$ cat config.mk
export PLATFORM = sky130hd
export DESIGN_NAME = lru_key_value_cache_core
export DESIGN_NICKNAME = d
export VERILOG_FILES = /design/src/rtl/lkvc_pkg.sv /design/src/rtl/lkvc_cell.sv /design/src/rtl/lru_key_value_cache_core.sv
export VERILOG_INCLUDE_DIRS = /design/src /design/src/rtl
export SDC_FILE = /design/constraint.sdc
export NUM_CORES = 1
export LEC_CHECK = 0
export BUFFER_PORTS_ARGS = -buffer_cell sky130_fd_sc_hd__buf_2
export CAP_MARGIN = 15
export CORE_UTILIZATION = 45
export DETAILED_ROUTE_END_ITERATION = 10
export SKIP_LAST_GASP = 1
export SYNTH_ARGS = -nofsm -noshare
export SYNTH_HDL_FRONTEND = slang
export SYNTH_SLANG_ARGS = --single-unit
$ cat constraint.sdc
create_clock -name clk -period 7.7 [get_ports clk]
set_clock_uncertainty 0.1 [all_clocks]
set_input_delay 0.77 -clock clk [delete_from_list [all_inputs] [get_ports clk]]
set_output_delay 0.77 -clock clk [all_outputs]
set_load 0.02 [all_outputs]
$ cat src/rtl/assert_macros.svh
// Assertion macros shared by the LRU cache RTL.
// Depends on a clock named clk and an active-low reset named arst_n in the using scope.
`ifndef ASSERT_MACROS_SVH
`define ASSERT_MACROS_SVH

// Property that must hold at every clock edge outside reset.
`define CHECK_ALWAYS(label, expr, msg) \
	label: assert property (@(posedge clk) disable iff (!arst_n) (expr)) else $error(msg);

// Property whose consequence must follow its condition, checked with the non-overlapping implication.
`define CHECK_NEXT(label, pre, post, msg) \
	label: assert property (@(posedge clk) disable iff (!arst_n) (pre) |=> (post)) else $error(msg);

`endif

$ cat src/rtl/lkvc_pkg.sv
// Package for the LRU key-value cache: sizes, codes, item and control types.
// No dependencies; used by every module of the cache.
`timescale 1ns / 1ps

package lkvc_pkg;

	// Number of cells in the recency chain.
	localparam int MaxEntries = 16;
	localparam int CountW     = $clog2(MaxEntries + 1);
	localparam int KeyW       = 32;
	localparam int ValW       = 32;

	// Operation codes carried in the func field.
	localparam logic FuncGet = 1'b0;
	localparam logic FuncPut = 1'b1;

	// Value returned by a get that misses.
	localparam logic signed [ValW-1:0] MissValue = -32'sd1;

	// Reset value of the capacity register.
	localparam logic [CountW-1:0] CapacityReset = CountW'(MaxEntries);

	// Configuration register indexes.
	localparam logic RegCapacity = 1'b0;

	// One input item.
	typedef struct packed {
		logic                   func;
		logic signed [KeyW-1:0] key;
		logic signed [ValW-1:0] value;
	} in_item_t;

	// One result item.
	typedef struct packed {
		logic                   found;
		logic signed [ValW-1:0] read_value;
	} out_item_t;

	// Controller states.
	typedef enum logic {
		ST_IDLE,
		ST_UPDATE
	} state_t;

	// Control sent from the controller to one cell.
	typedef struct packed {
		logic capture;  // register the key compare result
		logic load;     // take the neighbor's entry
	} cell_ctl_t;

endpackage

$ cat src/rtl/lkvc_cell.sv
// One cell of the recency chain: holds a key and a value, compares the key.
// Depends on lkvc_pkg.
`timescale 1ns / 1ps

module lkvc_cell
	import lkvc_pkg::*;
(
	input  logic                   clk,
	input  cell_ctl_t              ctl,
	input  logic signed [KeyW-1:0] cmp_key,
	input  logic signed [KeyW-1:0] prev_key,
	input  logic signed [ValW-1:0] prev_value,
	output logic signed [KeyW-1:0] slot_key,
	output logic signed [ValW-1:0] slot_value,
	output logic                   match
);

	logic signed [KeyW-1:0] key_q;
	logic signed [ValW-1:0] value_q;
	logic                   match_q;

	// The entry moves one place down the chain when loaded.
	always_ff @(posedge clk) begin
		if (ctl.load) begin
			key_q   <= prev_key;
			value_q <= prev_value;
		end
	end

	// The compare against the broadcast key is held for the update cycle.
	always_ff @(posedge clk) begin
		if (ctl.capture) begin
			match_q <= (key_q == cmp_key);
		end
	end

	assign slot_key   = key_q;
	assign slot_value = value_q;
	assign match      = match_q;

endmodule

$ cat src/rtl/lru_key_value_cache_core.sv
// An accepted item's compare flags are registered, the update state shifts the chain, and the result is registered.
// No new item is taken while busy: each item compares in the cell row, then shifts, before the next is accepted.
// The result strobe is one cycle wide, as the receiver cannot stall.
// Reset clears the controller, the entry count and sets capacity to 16.
// Slot contents are not cleared; only slots below the entry count are read.
`timescale 1ns / 1ps
`include "assert_macros.svh"

module lru_key_value_cache_core
	import lkvc_pkg::*;
(
	input  logic        clk,
	input  logic        arst_n,
	input  logic        start,
	output logic        busy,
	input  in_item_t    request,
	output logic        done,
	output out_item_t   result,
	input  logic        psel,
	input  logic        penable,
	input  logic        pwrite,
	input  logic [2:0]  paddr,
	input  logic [31:0] pwdata,
	output logic [31:0] prdata,
	output logic        pready
);

	state_t                 state_q;
	state_t                 state_next;
	logic                   accept;
	in_item_t               op_q;
	logic [CountW-1:0]      count_q;
	logic [CountW-1:0]      cap_q;
	logic [CountW-1:0]      cap_eff;
	logic                   done_q;
	out_item_t              result_q;
	logic                   updating;

	cell_ctl_t              cell_ctl   [MaxEntries];
	logic signed [KeyW-1:0] slot_key_w [MaxEntries];
	logic signed [ValW-1:0] slot_val_w [MaxEntries];
	logic [MaxEntries-1:0]  match_w;
	logic [MaxEntries-1:0]  valid_match;
	logic [MaxEntries-1:0]  first_hit;
	logic [MaxEntries-1:0]  none_before;
	logic                   hit;
	logic signed [ValW-1:0] hit_value;
	logic signed [KeyW-1:0] head_key;
	logic signed [ValW-1:0] head_value;
	logic                   is_put;

	// Configuration port: one register, writes complete in the access cycle.
	assign pready = 1'b1;
	assign prdata = (paddr[2] == RegCapacity) ? 32'(cap_q) : 32'd0;

	always_ff @(posedge clk or negedge arst_n) begin
		if (!arst_n) begin
			cap_q <= CapacityReset;
		end else if (psel && penable && pwrite && (paddr[2] == RegCapacity)) begin
			cap_q <= pwdata[CountW-1:0];
		end
	end

	assign cap_eff = (cap_q > CountW'(MaxEntries)) ? CountW'(MaxEntries) : cap_q;

	// Controller state register.
	always_ff @(posedge clk or negedge arst_n) begin
		if (!arst_n) begin
			state_q <= ST_IDLE;
		end else begin
			state_q <= state_next;
		end
	end

	// Next state and handshake outputs.
	always_comb begin
		state_next = state_q;
		busy       = 1'b0;
		accept     = 1'b0;
		updating   = 1'b0;
		case (state_q)
			ST_IDLE: begin
				accept = start;
				if (start) begin
					state_next = ST_UPDATE;
				end
			end
			ST_UPDATE: begin
				busy       = 1'b1;
				updating   = 1'b1;
				state_next = ST_IDLE;
			end
			default: begin
				state_next = ST_IDLE;
			end
		endcase
	end

	// The accepted item is held for the update cycle.
	always_ff @(posedge clk) begin
		if (accept) begin
			op_q <= request;
		end
	end

	// Lowest valid matching slot, and whether no match lies below each slot.
	always_comb begin
		for (int i = 0; i < MaxEntries; i++) begin
			valid_match[i] = match_w[i] && (CountW'(i) < count_q);
		end
		for (int i = 0; i < MaxEntries; i++) begin
			none_before[i] = ~|(valid_match & ((MaxEntries'(1) << i) - MaxEntries'(1)));
			first_hit[i]   = valid_match[i] && none_before[i];
		end
	end

	assign hit    = |valid_match;
	assign is_put = (op_q.func == FuncPut);

	// Value of the hit slot, picked by the one-hot first match.
	always_comb begin
		hit_value = '0;
		for (int i = 0; i < MaxEntries; i++) begin
			hit_value = hit_value | (slot_val_w[i] & {ValW{first_hit[i]}});
		end
	end

	assign head_key   = op_q.key;
	assign head_value = is_put ? op_q.value : hit_value;

	// Per-cell control: compare on accept, shift on update.
	always_comb begin
		for (int i = 0; i < MaxEntries; i++) begin
			cell_ctl[i].capture = accept;
			if (i == 0) begin
				cell_ctl[i].load = updating && (hit || is_put);
			end else if (hit) begin
				cell_ctl[i].load = updating && none_before[i];
			end else begin
				cell_ctl[i].load = updating && is_put && (CountW'(i) <= count_q);
			end
		end
	end

	// Row of cells; each takes its upper neighbor's entry on a shift.
	for (genvar g = 0; g < MaxEntries; g++) begin : g_cell
		if (g == 0) begin : g_head
			lkvc_cell u_cell (
				.clk        (clk),
				.ctl        (cell_ctl[g]),
				.cmp_key    (request.key),
				.prev_key   (head_key),
				.prev_value (head_value),
				.slot_key   (slot_key_w[g]),
				.slot_value (slot_val_w[g]),
				.match      (match_w[g])
			);
		end else begin : g_body
			lkvc_cell u_cell (
				.clk        (clk),
				.ctl        (cell_ctl[g]),
				.cmp_key    (request.key),
				.prev_key   (slot_key_w[g-1]),
				.prev_value (slot_val_w[g-1]),
				.slot_key   (slot_key_w[g]),
				.slot_value (slot_val_w[g]),
				.match      (match_w[g])
			);
		end
	end

	// Entry count grows on a put that misses, limited by the capacity.
	always_ff @(posedge clk or negedge arst_n) begin
		if (!arst_n) begin
			count_q <= '0;
		end else if (updating && is_put && !hit) begin
			if ((count_q + CountW'(1)) > cap_eff) begin
				count_q <= cap_eff;
			end else begin
				count_q <= count_q + CountW'(1);
			end
		end
	end

	// Result strobe for a get item.
	always_ff @(posedge clk or negedge arst_n) begin
		if (!arst_n) begin
			done_q <= 1'b0;
		end else begin
			done_q <= updating && !is_put;
		end
	end

	always_ff @(posedge clk) begin
		if (updating) begin
			result_q.found      <= hit;
			result_q.read_value <= hit ? hit_value : MissValue;
		end
	end

	assign done   = done_q;
	assign result = result_q;

	// The compare flags are only meaningful in the update cycle that follows their capture.
	`CHECK_NEXT(a_accept_busy, accept, busy, "accepted item did not enter the update cycle")
	`CHECK_ALWAYS(a_first_onehot, !updating || $onehot0(first_hit), "more than one first-match slot")
	`CHECK_ALWAYS(a_count_range, count_q <= CountW'(MaxEntries), "entry count beyond the chain")
	`CHECK_NEXT(a_get_result, updating && !is_put, done, "get item gave no result strobe")

endmodule

# Yosys cells after proc, flatten, opt, wreduce, memory -nomap -nowiden
# Index checks and enable logic that the tools add are counted.
[op_classes]
n_eq_ne = 16
order_cmp = 33
n_reduce_logical = 101
n_addsub = 1
bitwise_logic = 33
n_mux = 23
[op_table]
columns = ["cell", "count"]
rows = [
  ["32-bit bitwise AND", 16],
  ["32-bit == test", 16],
  ["32-bit bitwise OR", 15],
  ["1-bit logical AND", 68],
  ["4-bit by 5-bit less-or-equal comparator with 1-bit output, first input constant", 8],
  ["4-bit by 5-bit less-than comparator with 1-bit output, first input constant", 8],
  ["32-bit two-way mux", 1],
  ["3-bit by 5-bit less-or-equal comparator with 1-bit output, first input constant", 4],
  ["3-bit by 5-bit less-than comparator with 1-bit output, first input constant", 4],
  ["1-bit two-way mux", 18],
  ["1-bit zero test", 17],
  ["16-bit OR reduction", 1],
  ["5-bit two-way mux", 3],
  ["15-bit OR reduction", 1],
  ["14-bit OR reduction", 1],
  ["13-bit OR reduction", 1],
  ["12-bit OR reduction", 1],
  ["11-bit OR reduction", 1],
  ["2-bit by 5-bit less-or-equal comparator with 1-bit output, first input constant", 2],
  ["1-bit by 5-bit less-than comparator with 1-bit output, first input constant", 2],
  ["2-bit by 5-bit less-than comparator with 1-bit output, first input constant", 2],
  ["10-bit OR reduction", 1],
  ["9-bit OR reduction", 1],
  ["8-bit OR reduction", 1],
  ["other kinds (13)", 14],
]
[totals]
out_inout_bits = 68
in_bits = 106
register_bits = 1150

# Depth between registers and ports, before layout
# Gate-level depths: netlist of run 1.
[logic_depth]
depth_word = 21
depth_mapped = 12
ltp_nobuf = 10

# Modules after synthesis
# A second synthesis of run 1 with hierarchy kept.
[unflattened]
cells_unflattened = 2658
area_unflattened_um2 = 45631.3
[modules_own_cells]
columns = ["mod", "cells_per_inst", "seq_area_each_um2", "area_per_inst_um2", "n_inst"]
rows = [
  ["lkvc_cell", 108, 1951.9, 2298.5, 16],
  ["lru_key_value_cache_core", 930, 3244.4, 8856.0, 1],
]

# Least setup slack after synthesis of run 1
# Ideal clock, no wire load.
[synth_timing]
path_kind = "flip-flop to flip-flop"
from = "register count_q[0]"
to = "register g_cell[1].g_body.u_cell.key_q[0] (enable)"
arrival_ns = 6.762
t_required_ns = 7.016
synth_period_minus_slack_ns = 7.445
n_path_buf = 3
setup_slack_ns = 0.255
path_stages_with_launch = 10
setup_ns = 0.584
cell_sequence = "dfrtp_1 a2111o_1 a221oi_1 and3_1 buf_2 and4_1 buf_4 buf_2 o211ai_1 a21boi_0"
[synth_rtl]
columns = ["element", "line_no", "text"]
rows = [
  ["start: declaration", "lru_key_value_cache_core.sv:32", "logic [CountW-1:0] count_q;"],
  ["start signal: assignment", "lru_key_value_cache_core.sv:178", "count_q <= cap_eff;"],
  ["start signal: assignment", "lru_key_value_cache_core.sv:180", "count_q <= count_q + CountW'(1);"],
  ["end signal: assignment", "lkvc_cell.sv:25", "key_q <= prev_key;"],
  ["end: declaration", "lkvc_cell.sv:18", "logic signed [KeyW-1:0] key_q;"],
]

==> summary.md, run 1 <==
| Metric | Value |
|---|---|
| First-pass iteration count of the detailed router | `10` |
| Setup TNS | `0 ns` |
| Setup slack, reg-to-reg | `2.61 ns` |
| # port buffers | `approximately 120` |
| Global-route wire length before repair | `around 180000 um` |
| Nets | `3034` |
| Slew margin rel. | `between 10% and 20%` |
| Most frequent cells after synthesis | `1138 x edfxtp_1, 513 x xor2_1, 149 x nand2_1` |
| CP Class | `reg2reg` |
| CP required | `7.93 ns` |
| CP startpoint kind | `flop` |
| Worst Setup Slack, final | `2.608 ns` |
| Synth top area cells | `edfxtp_1 75%, xor2_1 9.8%, nor4_1 1.8%` |
| Actual slew at the worst max-slew pin | `1.254 ns` |
| Die height | `321.1 um` |
| CTS Sinks | `around 1200` |
| Total core area | `100400 um2` |
| Initial antenna violation count | `1` |
| Mean post-synth cell area | `16.38 um2` |
| Post-synth EDFFs | `1138` |
| Synthesis-to-finish area growth | `12.84%` |
| Gpl congestion | `0.8670` |
| CP arrival | `5.32 ns` |
| Ports | `roughly 170` |
| Reg2reg end | `g_cell[4].g_body.u_cell.slot_value[11]$_DFFE_PP_` |
| FF-to-FF path depth | `7` |
| DR WL/cell | `27.76 um` |
| Synth Instances | `2798` |
| Final Hold Viols | `0` |
| Pleak | `about 17 nW` |
| Total Power | `0.01738 W` |
| Final min period | `between 5 and 6 ns` |
| Slew Viols, Final | `0` |
| Setup Buffers After CTS | `0` |
| Post-route ant nets | `0` |
| Initial Util | `between 40 and 50%` |
| TritonCTS clock tree | `yes` |
| Fill cells | `8132` |
| GRT Total Usage | `23.53%` |
| CTS Buf Count | `115` |
| Post-cts gate resize count | `0` |
| Synthesis Warnings | `0` |
| RSZ-0062 raised after global routing | `no` |
| Grt ovf | `0` |
| Power Density | `336.1 nW/um2` |
| Final Util | `roughly half` |
| Clk pin slew, worst setup/hold paths | `about 0.060 ns` |
| Yosys top cell by area | `edfxtp_1` |
| FP Rows | `116` |
| Clock buffer depth | `3` |
| Via Count | `between 20000 and 30000` |
| Worst VDD drop | `0.2103 mV` |
| Clk root buf | `clkbuf_16` |
| Finish-stage setup viols | `0` |
| Largest net degree at the start of global routing | `65` |
| Unique masters post-synth | `71` |
| Clock latency on the worst-skew pair | `0.71 ns` |
| FF+latch count, synth | `1150` |
| Worst R2R Start | `count_q[2]$_DFFE_PN0P_` |
| Sequential share of the synthesized area | `75.23%` |
| Vias in the first global route | `between 20000 and 30000` |
| Setup crit start | `count_q[2]$_DFFE_PN0P_` |
| DIE WIDTH | `about 320 um` |
| Main synth FF type | `edfxtp_1` |
| Share of layout cells above drive strength 1 | `about 12%` |
| Max Cap Violations | `0` |
| Cts hold-fix bufs | `1` |
| Async S/R FF share, synth | `roughly 1.0%` |
| Via density | `approximately 5.8` |
| Critical Path End Type | `flop` |
| Synthesized area | `45820 um2` |
| DRC violations left | `0` |
| Max H-tree Level | `3` |
| Status | `completed` |
| CP max FO | `47` |
| Final worst path period share | `66.13%` |
| Share of the synthesized area in the top cell type | `between 70% and 80%` |
| Die ar. | `103100 um2` |
| Hold WS | `0.1402 ns` |
| Fmax | `~0.20 GHz` |
| Critical Path Sink | `g_cell[4].g_body.u_cell.slot_value[11]$_DFFE_PP_` |
| Starting DRT DRC Count | `~3200` |
| HP Class | `in2reg` |
| Most common cell in the synthesized netlist | `edfxtp_1` |
| DPL Wire Length | `73730 um` |
| Final WL | `121300 um` |
| Post-Place Worst Slack | `between 2 and 3 ns` |
==> how the worst min path moves through the flow <==
stage | start | endpoint | cells after the start
after floorplan | head_key[0]$_DFFE_PP_ | g_cell[0].g_head.u_cell.slot_key[0]$_DFFE_PP_ | 0
after global placement | head_key[10]$_DFFE_PP_ | g_cell[0].g_head.u_cell.slot_key[10]$_DFFE_PP_ | 0
after detailed placement | head_key[14]$_DFFE_PP_ | g_cell[0].g_head.u_cell.slot_key[14]$_DFFE_PP_ | 0
after CTS | request[30] | op_q[30]$_DFFE_PP_ | 1
after global routing | request[30] | op_q[30]$_DFFE_PP_ | 1
final | request[30] | op_q[30]$_DFFE_PP_ | 1
==> layer usage <==
layer | vias to the layer above | global-route usage [%] | routed length (um)
met2 | 1319 | 38.28 | 57870
met3 | 246 | 3.954 | 9927
met5 | - | 0 | 0
li1 | 10940 | - | -
met1 | 13030 | 32.29 | 49850
met4 | 0 | 7.566 | 3653
==> state kept, by name (all words and copies together), names as in the netlist <==
signal                           cells
g_cell.g_body.u_cell.match          15
head_key                            32
is_put                               1
result                              33
g_cell.g_body.u_cell.slot_key      480
op_q                                32
cap_q                                5
count_q                              5
done                                 1
g_cell.g_body.u_cell.slot_value    480
g_cell.g_head.u_cell.slot_key       32
g_cell.g_head.u_cell.match           1
state_q                              1
g_cell.g_head.u_cell.slot_value     32
==> through the flow <==
stage	cell area, um2	cells
after floorplan	45920	2824
after global placement	47890	4157
after detailed placement	47910	4158
after CTS	51680	4368
after global routing	51700	4369
final	51700	4370
==> area by class of cell <==
class                      count  area (um2)  area share (%)
clock buffer                 130        2955           5.716
timing repair buffer         162       965.9           1.868
antenna                        1       2.502        0.004840
sequential                  1150       34480           66.68
inverter                      34       127.6          0.2468
tap                         1357        1698           3.284
clock inverter                79       802.0           1.551
multi-input combinational   1457       10680           20.65
==> cells in the final DEF (no fill, tap or decap), types with 7 or more instances in the layout <==
cell	count
nand4_1	34
o21ai_0	45
nand2b_1	11
nand3_1	12
a22oi_1	91
and4bb_1	20
a21boi_4	7
buf_2	116
clkinv_2	20
edfxtp_1	1138
a221oi_1	26
nor2b_1	39
clkinv_1	31
xor2_1	513
mux2_2	9
a222oi_1	66
ha_1	8
nor4_1	128
inv_1	34
nor2_1	58
bufinv_16	14
dfrtp_1	10
a21oi_1	98
conb_1	28
nand2_1	149
buf_4	42
clkbuf_1	14
clkbuf_16	116
==> where the power goes <==
part | internal [W] | switching [W] | total, W | leakage (nW)
Combinational | 0.000810 | 0.00195 | 0.00276 | 4.87
Clock | 0.00322 | 0.00240 | 0.00562 | 1.82
Sequential | 0.00831 | 0.000688 | 0.00899 | 10.6
==> logic make-up after synthesis <==
logic type               share of synthesized area (%)
AO/OA/AOI/OAI                                    6.286
XOR/XNOR                                         9.844
adder cells (fa/ha/maj)                         0.2185
buffers and inverters                            2.130
flip-flops                                       75.23
multiplexers                                    0.3086
other                                          0.01639
AND/OR/NAND/NOR                                  5.963
==> worst max-delay path, cell delays in order, from the launching register on <==
cell and delay [ns]:
dfrtp_1 0.72, a2111o_1 0.59, a221oi_1 0.42, and3_1 0.41, and4_1 0.64, o211ai_1 0.29
a21boi_4 0.79, buf_4 0.67
No activity file was read; power rests on OpenSTA's default activity.
==> run 2, diff against run 1 <==
Clock period 7.7 ns to 4.75 ns, I/O delays scaled along.
==> run 2 against run 1 <==
Critical path depth unchanged. Largest cell class unchanged. Final area up 1.2%. Sequential share of layout area is 0.80 points lower. Critical path type unchanged. Total power grew 62%. Via count grew 1.3%.
==> summary.md, run 2 (same netlist as run 1, synthesis figures left out) <==
| Metric | Value |
|---|---|
| Status | `completed (unchanged)` |
| TritonCTS clock tree | `yes (unchanged)` |
| Finish-stage setup viols | `0 (unchanged)` |
| Internal Dissipation | `0.01981 W (was 0.01233 W)` |
| Clk root buf | `clkbuf_16 (unchanged)` |
| M1 GR Usage | `32.86% (was 32.29%)` |
| Clk pin slew, worst setup/hold paths | `0.07 ns (was 0.06 ns)` |
| # port buffers | `116 (unchanged)` |
| Actual slew at the worst max-slew pin | `1.193 ns (was 1.254 ns)` |
| Grt ovf | `0 (unchanged)` |
| HP Class | `in2async (was in2reg)` |
| Clock latency on the worst-skew pair | `0.72 ns (was 0.71 ns)` |
| CTS Sinks | `1150 (unchanged)` |
| Psw | `0.008257 W (was 0.005041 W)` |
| FP Rows | `116 (unchanged)` |
| Setup crit start | `count_q[2]$_DFFE_PN0P_ (unchanged)` |
| Critical Path End Type | `flop (unchanged)` |
| Most used routing layer in global routing | `met2 (unchanged)` |
| Antenna cells | `0 (was 1)` |
| Post-route ant nets | `0 (unchanged)` |
| Setup slack, reg-to-reg | `0.64 ns (was 2.61 ns)` |
| Switching part of the total | `29.42% (was 29.01%)` |
| Initial Util | `45.62% (unchanged)` |
| Met3 usage | `4.319% (was 3.954%)` |
| CP Class | `reg2reg (unchanged)` |
| Power Density | `536.4 nW/um2 (was 336.1 nW/um2)` |
| CP required | `5.04 ns (was 7.93 ns)` |
| Cts hold-fix bufs | `39 (was 1)` |
| Pleak | `17.59 nW (was 17.28 nW)` |
| Fmax | `0.2431 GHz (was 0.1964 GHz)` |
| Post-cts gate resize count | `0 (unchanged)` |
| Global-route wire length before repair | `180400 um (was 176200 um)` |
| Max H-tree Level | `3 (unchanged)` |
| Grt met2 use | `39.56% (was 38.28%)` |
| CP max FO | `40 (was 47)` |
| Initial antenna violation count | `2 (was 1)` |
| First-pass iteration count of the detailed router | `8 (was 10)` |
| Starting DRT DRC Count | `3004 (was 3230)` |
| Largest net degree at the start of global routing | `65 (unchanged)` |
| Final WL | `124600 um (was 121300 um)` |
| Nets | `3110 (was 3034)` |
| Worst R2R Start | `count_q[2]$_DFFE_PN0P_ (unchanged)` |
| Hold WS | `0.1236 ns (was 0.1402 ns)` |
| RSZ-0062 raised after global routing | `no (unchanged)` |
| Ports | `174 (unchanged)` |
| GRT Total Usage | `24.13% (was 23.53%)` |
| Setup Buffers After CTS | `0 (unchanged)` |
| Commonest non-fill, non-tap cells in the layout | `1138 x edfxtp_1, 513 x xor2_1, 149 x nand2_1, 128 x nor4_1, 118 x clkbuf_16 (was 1138 x edfxtp_1, 513 x xor2_1, 149 x nand2_1, 128 x nor4_1)` |
| Gpl congestion | `0.9197 (was 0.8670)` |
| CP arrival | `4.40 ns (was 5.32 ns)` |
| Final min period | `4.114 ns (was 5.092 ns)` |
| CTS Buf Count | `116 (was 115)` |
| Synthesis-to-finish area growth | `14.21% (was 12.84%)` |
| Placed cell areas | `48350 um2 (was 47910 um2)` |
| Share of layout cells above drive strength 1 | `13.04% (was 12.38%)` |
| Final instance area | `52330 um2 (was 51700 um2)` |
| Max Cap Violations | `0 (unchanged)` |
| DR WL/cell | `28.02 um (was 27.76 um)` |
| Slew margin rel. | `20.29% (was 16.24%)` |
| Final Hold Viols | `0 (unchanged)` |
| DRC violations left | `0 (unchanged)` |
| Total core area | `100400 um2 (unchanged)` |
| Slew Viols, Final | `0 (unchanged)` |
| DPL Wire Length | `79030 um (was 73730 um)` |
| Via Count | `25850 (was 25530)` |
| Commonest non-fill, non-tap cell in the layout | `edfxtp_1 (unchanged)` |
| Via density | `5.812 (was 5.843)` |
| DIE WIDTH | `321.1 um (unchanged)` |
| Vias in the first global route | `26180 (was 25870)` |
| Worst VDD drop | `0.3838 mV (was 0.2103 mV)` |
| Seq pwr share | `51.6% (was 51.8%)` |
| CP startpoint kind | `flop (unchanged)` |
| Logic pwr share | `17.1% (was 15.9%)` |
| Final Util | `52.11% (was 51.48%)` |
| Clock buffer depth | `3 (unchanged)` |
| Clk pwr share | `31.3% (was 32.3%)` |
| Final worst path period share | `86.61% (was 66.13%)` |
| Die height | `321.1 um (unchanged)` |
| Die ar. | `103100 um2 (unchanged)` |
-- run 2: cell count changes in the layout (fill, tap and decap cells not counted), sizes merged --
| cell | before | now |
|---|---|---|
| dlygate4sd3 | 1 | 39 |
| buf | 161 | 198 |
| clkbuf | 130 | 146 |
| bufinv | 14 | 6 |
| clkinvlp | 6 | 3 |
| clkinv | 56 | 54 |
| diode | 1 | 0 |
| inv | 37 | 38 |
-- run 2: worst paths after layout --
kind | cells after the start | endpoint
setup / recovery | 7 | g_cell[14].g_body.u_cell.slot_key[23]$_DFFE_PP_
hold / removal | 2 | count_q[4]$_DFFE_PN0P_
setup reg to reg | 7 | g_cell[14].g_body.u_cell.slot_key[23]$_DFFE_PP_
hold reg to reg | 0 | g_cell[0].g_head.u_cell.slot_key[9]$_DFFE_PP_
max in group asynchronous | 2 | cap_q[4]$_DFFE_PN1P_
min in group clk | 2 | op_q[13]$_DFFE_PP_
-- run 2: final cells by class --
class	instances	area, um2
fill	8188	48100
multi-input combinational	1457	10680
sequential	1150	34480
inverter	34	127.6
tap	1357	1698
clock buffer	146	3058
clock inverter	67	531.8
timing repair buffer	237	1765
-- run 2: critical path, stage by stage (launching register included) --
cell,delay [ns]
dfrtp_1,0.56
a2111o_1,0.50
a221oi_1,0.40
and3_1,0.41
and3_2,0.26
nand2_1,0.18
nor2_4,0.96
buf_12,0.32
-- run 2: power groups by stage --
stage	clock [W]	combinational, W	sequential [W]
2_1_floorplan	0	0.00284	0.0144
3_3_place_gp	0	0.00467	0.0146
3_5_place_dp	0	0.00474	0.0147
4_1_cts	0.00890	0.00479	0.0145
5_1_grt	0.00930	0.00514	0.0146
6_report	0.00878	0.00480	0.0145
-- run 2: through the flow --
stage | power [W] | worst slack, ns | TNS (ns) | std cells
global route | 0.02907 | 0.4929 | 0 | 4448
floorplan | 0.01725 | -0.7067 | -136.16 | 2824
finish | 0.02807 | 0.6359 | 0 | 4448
detailed placement | 0.01940 | 0.6751 | 0 | 4196
CTS | 0.02818 | 0.6607 | 0 | 4448
global placement | 0.01929 | 0.8211 | 0 | 4195
-- run 2: metal layers --
layer  share of wire, %  routed length [um]
met1                 41               50990
met2                 48               60130
met3                8.1               10080
met4                2.8                3437
met5                  0                   0
